### config.mk
export PLATFORM = sky130hd
export DESIGN_NAME = kct_ctrl
export DESIGN_NICKNAME = d
export VERILOG_FILES = /design/src/hdl/keyed_counter_table_defines.svh /design/src/hdl/kct_pkg.sv /design/src/hdl/kct_ctrl.sv
export SDC_FILE = /design/constraint.sdc
export NUM_CORES = 1
export LEC_CHECK = 0
export BUFFER_PORTS_ARGS = -buffer_cell sky130_fd_sc_hd__buf_2
export CAP_MARGIN = 5
export CELL_PAD_IN_SITES_DETAIL_PLACEMENT = 1
export CELL_PAD_IN_SITES_GLOBAL_PLACEMENT = 2
export CORE_MARGIN = 2
export CORE_UTILIZATION = 33
export CTS_CLUSTER_DIAMETER = 60
export DETAILED_ROUTE_END_ITERATION = 12
export GPL_ROUTABILITY_DRIVEN = 0
export PLACE_DENSITY = 0.92
export SYNTH_ARGS = -nofsm -noshare
export SYNTH_HDL_FRONTEND = slang
export SYNTH_SLANG_ARGS = --single-unit
### constraint.sdc
create_clock -name i_clk -period 5.7 [get_ports i_clk]
set_clock_uncertainty 0.1 [all_clocks]
set_input_delay 0.57 -clock i_clk [delete_from_list [all_inputs] [get_ports i_clk]]
set_output_delay 0.57 -clock i_clk [all_outputs]
set_load 0.01 [all_outputs]
### src/hdl/keyed_counter_table_defines.svh
// Assertion macros for the keyed counter table.
// Used by the top level; expects i_clk and i_rst_n in scope.
`ifndef KEYED_COUNTER_TABLE_DEFINES_SVH
`define KEYED_COUNTER_TABLE_DEFINES_SVH

// Condition that must hold at every clock edge out of reset.
`define KCT_ASSERT_ALWAYS(name, expr, msg) \
    name: assert property (@(posedge i_clk) disable iff (!i_rst_n) (expr)) else $error(msg);

// Same-cycle implication.
`define KCT_ASSERT_IMPLIES(name, ante, cons, msg) \
    name: assert property (@(posedge i_clk) disable iff (!i_rst_n) (ante) |-> (cons)) else $error(msg);

`endif

### src/hdl/kct_pkg.sv
// Shared types and constants for the keyed counter table.
// No dependencies; imported by the top level, kct_ctrl and kct_dp.
`timescale 1ns / 1ps

package kct_pkg;

    localparam int CAPACITY = 64;
    localparam int IDX_W    = (CAPACITY > 1) ? $clog2(CAPACITY) : 1;
    localparam int CNT_W    = $clog2(CAPACITY + 1);

    localparam int OP_W  = 3;
    localparam int ST_W  = 3;
    localparam int KEY_W = 31;
    localparam int VAL_W = 32;
    localparam int WGT_W = 64;
    localparam int LIM_W = 7;

    localparam logic [LIM_W-1:0] SCAN_MAX = LIM_W'(64);
    localparam logic [WGT_W-1:0] W_MIN    = {1'b1, {(WGT_W-1){1'b0}}};
    localparam logic [WGT_W-1:0] W_MAX    = {1'b0, {(WGT_W-1){1'b1}}};

    typedef enum logic [OP_W-1:0] {
        OP_CLEAR  = 3'd0,
        OP_INSERT = 3'd1,
        OP_ADD    = 3'd2,
        OP_SUB    = 3'd3,
        OP_WSUM   = 3'd4,
        OP_SCAN   = 3'd5
    } t_op;

    typedef enum logic [ST_W-1:0] {
        ST_OK        = 3'd0,
        ST_NOT_FOUND = 3'd1,
        ST_FULL      = 3'd2,
        ST_DUPLICATE = 3'd3,
        ST_BAD_AMT   = 3'd4,
        ST_SHORTFALL = 3'd5,
        ST_OVERFLOW  = 3'd6,
        ST_NONE_LOW  = 3'd7
    } t_status;

    typedef enum logic [3:0] {
        S_IDLE,
        S_DECIDE,
        S_WALK,
        S_UPDATE,
        S_COMMIT,
        S_WRITE,
        S_DRAIN,
        S_FLUSH,
        S_RESULT
    } t_state;

    typedef enum logic [1:0] {
        OUT_STAGE,
        OUT_PEND_MID,
        OUT_PEND_LAST
    } t_out_sel;

    typedef struct packed {
        logic             load;
        logic [IDX_W-1:0] addr;
        logic             we_all;
        logic             we_count;
        logic             st_set;
        t_status          st_code;
        logic             calc;
        logic             wsum_done;
        logic             mac_in;
        logic             take;
        logic             out_load;
        t_out_sel         out_sel;
    } t_cmd;

    typedef struct packed {
        t_op  op;
        logic key_hit;
        logic low_hit;
        logic bad_amt;
        logic lim_zero;
        logic last_slot;
        logic pend_v;
        logic mac_busy;
        logic stage_ok;
        logic out_free;
    } t_sts;

endpackage

### src/hdl/kct_ctrl.sv
// Controller state machine: sequences decide, table walk, update and result.
// Depends on kct_pkg; drives the datapath through t_cmd, reads t_sts.
`timescale 1ns / 1ps

module kct_ctrl
    import kct_pkg::*;
(
    input  logic i_clk,
    input  logic i_rst_n,
    input  logic i_valid,
    output logic o_stall,
    output t_cmd o_cmd,
    input  t_sts i_sts
);

    t_state           r_state, n_state;
    logic [CNT_W-1:0] r_live,  n_live;
    logic [IDX_W-1:0] r_idx,   n_idx;
    logic             w_at_end;
    logic             w_adv;
    logic [IDX_W-1:0] w_nxt_idx;

    always_ff @(posedge i_clk) begin
        if (!i_rst_n) begin
            r_state <= S_IDLE;
            r_live  <= '0;
            r_idx   <= '0;
        end else begin
            r_state <= n_state;
            r_live  <= n_live;
            r_idx   <= n_idx;
        end
    end

    assign w_at_end  = (CNT_W'(r_idx) == (r_live - CNT_W'(1)));
    assign w_nxt_idx = r_idx + IDX_W'(1);
    assign o_stall   = (r_state != S_IDLE);

    always_comb begin
        n_state       = r_state;
        n_live        = r_live;
        n_idx         = r_idx;
        w_adv         = 1'b0;
        o_cmd         = '0;
        o_cmd.addr    = r_idx;
        o_cmd.st_code = ST_OK;
        o_cmd.out_sel = OUT_STAGE;

        unique case (r_state)
            S_IDLE: begin
                if (i_valid) begin
                    o_cmd.load = 1'b1;
                    n_state    = S_DECIDE;
                end
            end

            S_DECIDE: begin
                o_cmd.addr = '0;
                n_idx      = '0;
                n_state    = S_RESULT;
                unique case (i_sts.op)
                    OP_CLEAR: begin
                        n_live       = '0;
                        o_cmd.st_set = 1'b1;
                    end
                    OP_INSERT: begin
                        if (r_live == CNT_W'(CAPACITY)) begin
                            o_cmd.st_set  = 1'b1;
                            o_cmd.st_code = ST_FULL;
                        end else if (r_live == '0) begin
                            n_state = S_WRITE;
                        end else begin
                            n_state = S_WALK;
                        end
                    end
                    OP_ADD, OP_SUB: begin
                        if (i_sts.bad_amt) begin
                            o_cmd.st_set  = 1'b1;
                            o_cmd.st_code = ST_BAD_AMT;
                        end else if (r_live == '0) begin
                            o_cmd.st_set  = 1'b1;
                            o_cmd.st_code = ST_NOT_FOUND;
                        end else begin
                            n_state = S_WALK;
                        end
                    end
                    OP_WSUM: begin
                        if (r_live == '0) begin
                            o_cmd.st_set = 1'b1;
                        end else begin
                            n_state = S_WALK;
                        end
                    end
                    OP_SCAN: begin
                        if (r_live == '0 || i_sts.lim_zero) begin
                            o_cmd.st_set  = 1'b1;
                            o_cmd.st_code = ST_NONE_LOW;
                        end else begin
                            n_state = S_WALK;
                        end
                    end
                    default: begin
                        o_cmd.st_set = 1'b1;
                    end
                endcase
            end

            S_WALK: begin
                unique case (i_sts.op)
                    OP_INSERT, OP_ADD, OP_SUB: begin
                        if (i_sts.key_hit) begin
                            if (i_sts.op == OP_INSERT) begin
                                o_cmd.st_set  = 1'b1;
                                o_cmd.st_code = ST_DUPLICATE;
                                n_state       = S_RESULT;
                            end else begin
                                n_state = S_UPDATE;
                            end
                        end else if (w_at_end) begin
                            if (i_sts.op == OP_INSERT) begin
                                n_state = S_WRITE;
                            end else begin
                                o_cmd.st_set  = 1'b1;
                                o_cmd.st_code = ST_NOT_FOUND;
                                n_state       = S_RESULT;
                            end
                        end else begin
                            w_adv = 1'b1;
                        end
                    end
                    OP_WSUM: begin
                        o_cmd.mac_in = 1'b1;
                        if (w_at_end) begin
                            n_state = S_DRAIN;
                        end else begin
                            w_adv = 1'b1;
                        end
                    end
                    OP_SCAN: begin
                        if (i_sts.low_hit) begin
                            if (!i_sts.pend_v || i_sts.out_free) begin
                                o_cmd.take     = 1'b1;
                                o_cmd.out_load = i_sts.pend_v;
                                o_cmd.out_sel  = OUT_PEND_MID;
                                if (i_sts.last_slot || w_at_end) begin
                                    n_state = S_FLUSH;
                                end else begin
                                    w_adv = 1'b1;
                                end
                            end
                        end else if (w_at_end) begin
                            n_state = S_FLUSH;
                        end else begin
                            w_adv = 1'b1;
                        end
                    end
                    default: begin
                        o_cmd.st_set = 1'b1;
                        n_state      = S_RESULT;
                    end
                endcase
                if (w_adv) begin
                    o_cmd.addr = w_nxt_idx;
                    n_idx      = w_nxt_idx;
                end
            end

            S_UPDATE: begin
                o_cmd.calc = 1'b1;
                n_state    = S_COMMIT;
            end

            S_COMMIT: begin
                o_cmd.we_count = i_sts.stage_ok;
                n_state        = S_RESULT;
            end

            S_WRITE: begin
                o_cmd.addr   = r_live[IDX_W-1:0];
                o_cmd.we_all = 1'b1;
                o_cmd.st_set = 1'b1;
                n_live       = r_live + CNT_W'(1);
                n_state      = S_RESULT;
            end

            S_DRAIN: begin
                if (!i_sts.mac_busy) begin
                    o_cmd.wsum_done = 1'b1;
                    n_state         = S_RESULT;
                end
            end

            S_FLUSH: begin
                if (i_sts.pend_v) begin
                    if (i_sts.out_free) begin
                        o_cmd.out_load = 1'b1;
                        o_cmd.out_sel  = OUT_PEND_LAST;
                        n_state        = S_IDLE;
                    end
                end else begin
                    o_cmd.st_set  = 1'b1;
                    o_cmd.st_code = ST_NONE_LOW;
                    n_state       = S_RESULT;
                end
            end

            S_RESULT: begin
                if (i_sts.out_free) begin
                    o_cmd.out_load = 1'b1;
                    n_state        = S_IDLE;
                end
            end

            default: begin
                n_state = S_IDLE;
            end
        endcase
    end

endmodule

Word-level counts from Yosys, hierarchy flattened
Index checks and enable logic that the tools add are counted.
{"block": "word_totals", "regBits": 17, "out_inout_bits": 21, "wordCells": 111}
{"block": "op_classes", "n_addsub": 3, "eq_ne": 23, "muxes": 66, "n_reduce_logical": 16}
{"operator": "$mux W4", "n": 29}
{"operator": "$pmux W4 S8", "n": 1}
{"operator": "$pmux W3 S3", "n": 2}
{"operator": "$pmux W6 S3", "n": 1}
{"operator": "$eq A4 B3 Y1 const B", "n": 4}
{"operator": "$mux W1", "n": 16}
{"operator": "$ne A4 B4 Y1 const B", "n": 4}
{"operator": "$pmux W4 S4", "n": 1}
{"operator": "$pmux W7 S2", "n": 1}
{"operator": "$mux W3", "n": 4}
{"operator": "$pmux W4 S3", "n": 1}
{"operator": "$pmux W6 S2", "n": 1}
{"operator": "$eq A4 B2 Y1 const B", "n": 2}
{"operator": "$pmux W1 S4", "n": 2}
{"operator": "$add A7 B1 Y7 const B", "n": 1}
{"operator": "$eq A6 B7 Y1", "n": 1}
{"operator": "$eq A7 B7 Y1 const B", "n": 1}
{"operator": "$logic_not A7 Y1", "n": 1}
{"operator": "$mux W7", "n": 1}
{"operator": "$reduce_and A7 Y1", "n": 1}
{"operator": "$sub A7 B1 Y7 const B", "n": 1}
{"operator": "$add A6 B1 Y6 const B", "n": 1}
{"operator": "$eq A3 B2 Y1 const B", "n": 2}
{"operator": "$eq A3 B3 Y1 const B", "n": 2}
{"operator": "other kinds (20)", "n": 27}

Depth between registers and ports, before layout
{"block": "logic_depth", "word_depth": 10, "depth_mapped": 10, "ltp_nobuf": 8}

Least setup slack after synthesis
No wires, ideal clock.
{"block": "synth_timing", "kind": "register to output", "start": "register r_live[0]", "end": "output o_cmd[7] (netlist name)", "arrival_time_ns": 2.393, "required_time_ns": 5.030, "path_slack_ns": 2.637, "path_stages_with_launch": 9, "cell_sequence": "dfxtp_1 > buf_6 > inv_1 > ha_1 > xnor2_1 > or4_4 > nor3_2 > a21oi_1 > o311ai_0"}
{"item": "start: declaration", "line_no": "kct_ctrl.sv:17", "text": "logic [CNT_W-1:0] r_live, n_live;"}
{"item": "start signal: assignment", "line_no": "kct_ctrl.sv:30", "text": "r_live <= n_live;"}
{"item": "end: declaration", "line_no": "kct_ctrl.sv:12", "text": "output t_cmd o_cmd,"}

==> run metrics <==
status=finished, final reports clean; CP Data Arrival Time=3.10 ns; FF/Latch Area=340 um2; Max transition margin=48.6%; Area growth syn-to-layout=12.1%; drc violations=0; Hold Path Class=register to register; maximum number of pins on one net before global-route repair=16; top cell type's share of synthesized area=18.5%; diodes inserted=0; Reg2Reg Setup Slack=about 2.8 ns; initial antenna violation count=0; Area contributors post-synth=dfxtp_1 18%, nand2_1 6.3%, a21oi_1 5.2%; CTS tree=yes; crit path time final=approximately 3.8 ns; Buffers on Ports=35; hold buffer count at CTS=0; VDD IR max=0.0591 mV; final period utilization=66.1%; Min Hold Slack=0.457 ns; Detailed Routing Iterations Pass 1=5; P_leak=0.815 nW; Fmax=265 MHz; count leader, synth=nand2_1; Clk Latency, worst-skew pair=~0.25 ns; Cell Chain, Critical Path=inv_1 > ha_1 > xnor2_1 > or4_4 > o31ai_4 > nor3_1 > a221o_1 > buf_2; post-layout util=38.0%; sequential-to-total area share from yosys stat=18.5%; routed len/inst=16.2 um; Hold Vio Cnt, Final=0; pre-CTS setup slack=2.19 ns; final worst setup slack=1.93 ns; Synth async-reset ratio=0%; Worst Setup Path Type=register to output port; WP data required=5.03 ns; CP max stage delay=0.58 ns; first-pass GRT wire length=9780 um; Initial Util=around a third; final wirelength=5690 um; crit path max fanout=10; CP endpoint kind=output port; Slowest-stage cell, CP=or4_4; max-cap check violation count=0; Post-Syn Instances=260; CTS resizes=0; Post-synth EDFFs=0; core box area=5440 um2; Design Power=0.285 mW; die area=6200 um2; fin area=2070 um2; worst slew pin tran=between 0.7 and 0.8 ns; Ys Warns=0; postcts setup bufs=0; global route total overflow=0; synthesized area=1840 um2; Die H=a little under 80 um; htree depth=1; vias in the first global route=2065; clk buf depth=2; Synth Flop Type=dfxtp_1; startpoint types=register; share of cells above drive strength 1=18.6%; CTS clk-pin slew, worst paths=approximately 0.07 ns; synth cell count leaders=31 x nand2_1, 19 x a21oi_1, 18 x nor2_1; dpl hpwl=4360 um; Final Setup Violations=0; TritonCTS Buffers=3; DR vias/cell=5.78; Fill cells=706; Multi-input gate area=about 1400 um2; Synthesized Nets=~280; Die X-Extent=slightly below 80 um; Root Buffer=clkbuf_8; Post-Layout Cell Count=352; Post-DRT Antenna Nets=0; Slew Limit Fails=0; Final nets=around 300; routed via count=between 2000 and 2500; RSZ-0062 raised after global routing=false; CP Buf/Inv Count=2; I/O Pins=36; area leader, netlist=dfxtp_1; row count=27; power per cell area=138 nW/um2; syn_area_per_cell=roughly 7.1 um2; crit-path leading delay family=compound AO/OA/AOI/OAI gates; clock sinks=17; synthesized flop and latch total=17; Total Neg Setup Slack=0 ns; drt initial violations=83; Post-Place Cells=348; Unique masters post-synth=between 50 and 60; Placed Area=2020 um2; All-Layer GR Usage=approximately a fifth
==> layer usage <==
metal	up-vias	wire length [um]	track usage, %
met5	-	0	0
met4	0	85	5.61
met3	10	186	1.93
met2	43	2620	32.9
met1	977	2800	26.0
li1	1004	-	-
==> placed cells by master (no fill, tap or decap), types with 3 or more instances in the layout <==
master     synthesis  layout
nand2b_1           4       4
nor2_1            18      18
o21a_1             3       3
nand3_1           13      13
a211oi_1           3       3
nand3b_1           3       3
ha_1               7       7
nand4_1            5       5
clkbuf_8           0       3
buf_2              4      35
and3_1             6       6
xnor2_1            5       5
dfxtp_1           17      17
o211ai_1           6       6
nor3_1            11      11
or3_1              5       5
o2111ai_1          3       3
a21oi_1           19      19
inv_1             10      10
nor2b_1            6       6
a31oi_1            4       4
o21ai_0           14      14
mux2i_1            3       3
nand2_1           31      31
==> cells by family (layout without fill, tap and decap cells) <==
kind of cell | after synthesis | in the layout | synth area share [%]
AO/OA/AOI/OAI | 76 | 76 | 28.9
XOR/XNOR | 8 | 8 | 4.21
adder cells (fa/ha/maj) | 7 | 7 | 4.75
buffers and inverters | 31 | 51 | 7.40
flip-flops | 17 | 17 | 18.5
multiplexers | 3 | 3 | 1.63
AND/OR/NAND/NOR | 118 | 118 | 34.7
==> state kept, by name (all words and copies together), names as in the netlist <==
register  count
r_live        7
r_idx         6
r_state       4
==> worst register-to-register path, stage by stage, from the launching register on <==
cell and delay, ns:
dfxtp_1 0.54, inv_1 0.13, ha_1 0.34, xnor2_1 0.14
or4_4 0.58, o31ai_4 0.54, mux2i_1 0.29, a31oi_1 0.11
==> layout make-up <==
class	count	share of cell area [%]
tap	72	4.36
inverter	11	2.00
sequential	17	16.5
multi-input combinational	212	66.1
clock buffer	4	2.18
timing repair buffer	36	8.84
==> path summary, 6_finish.rpt <==
path,from,end,depth (start not counted)
setup reg to reg,r_live[0],r_idx[5],7
hold / removal,r_idx[1],r_idx[1],2
hold reg to reg,r_idx[1],r_idx[1],2
setup / recovery,r_live[0],o_cmd[15],8
==> power by group <==
| group | leakage, nW | switching [mW] | internal, mW |
|---|---|---|---|
| registers | 0.137 | 0.00420 | 0.121 |
| logic | 0.655 | 0.0457 | 0.0235 |
| clock network | 0.0228 | 0.0413 | 0.0496 |
| total | 0.815 | 0.0912 | 0.194 |
Power figures use the tool's default switching activity.
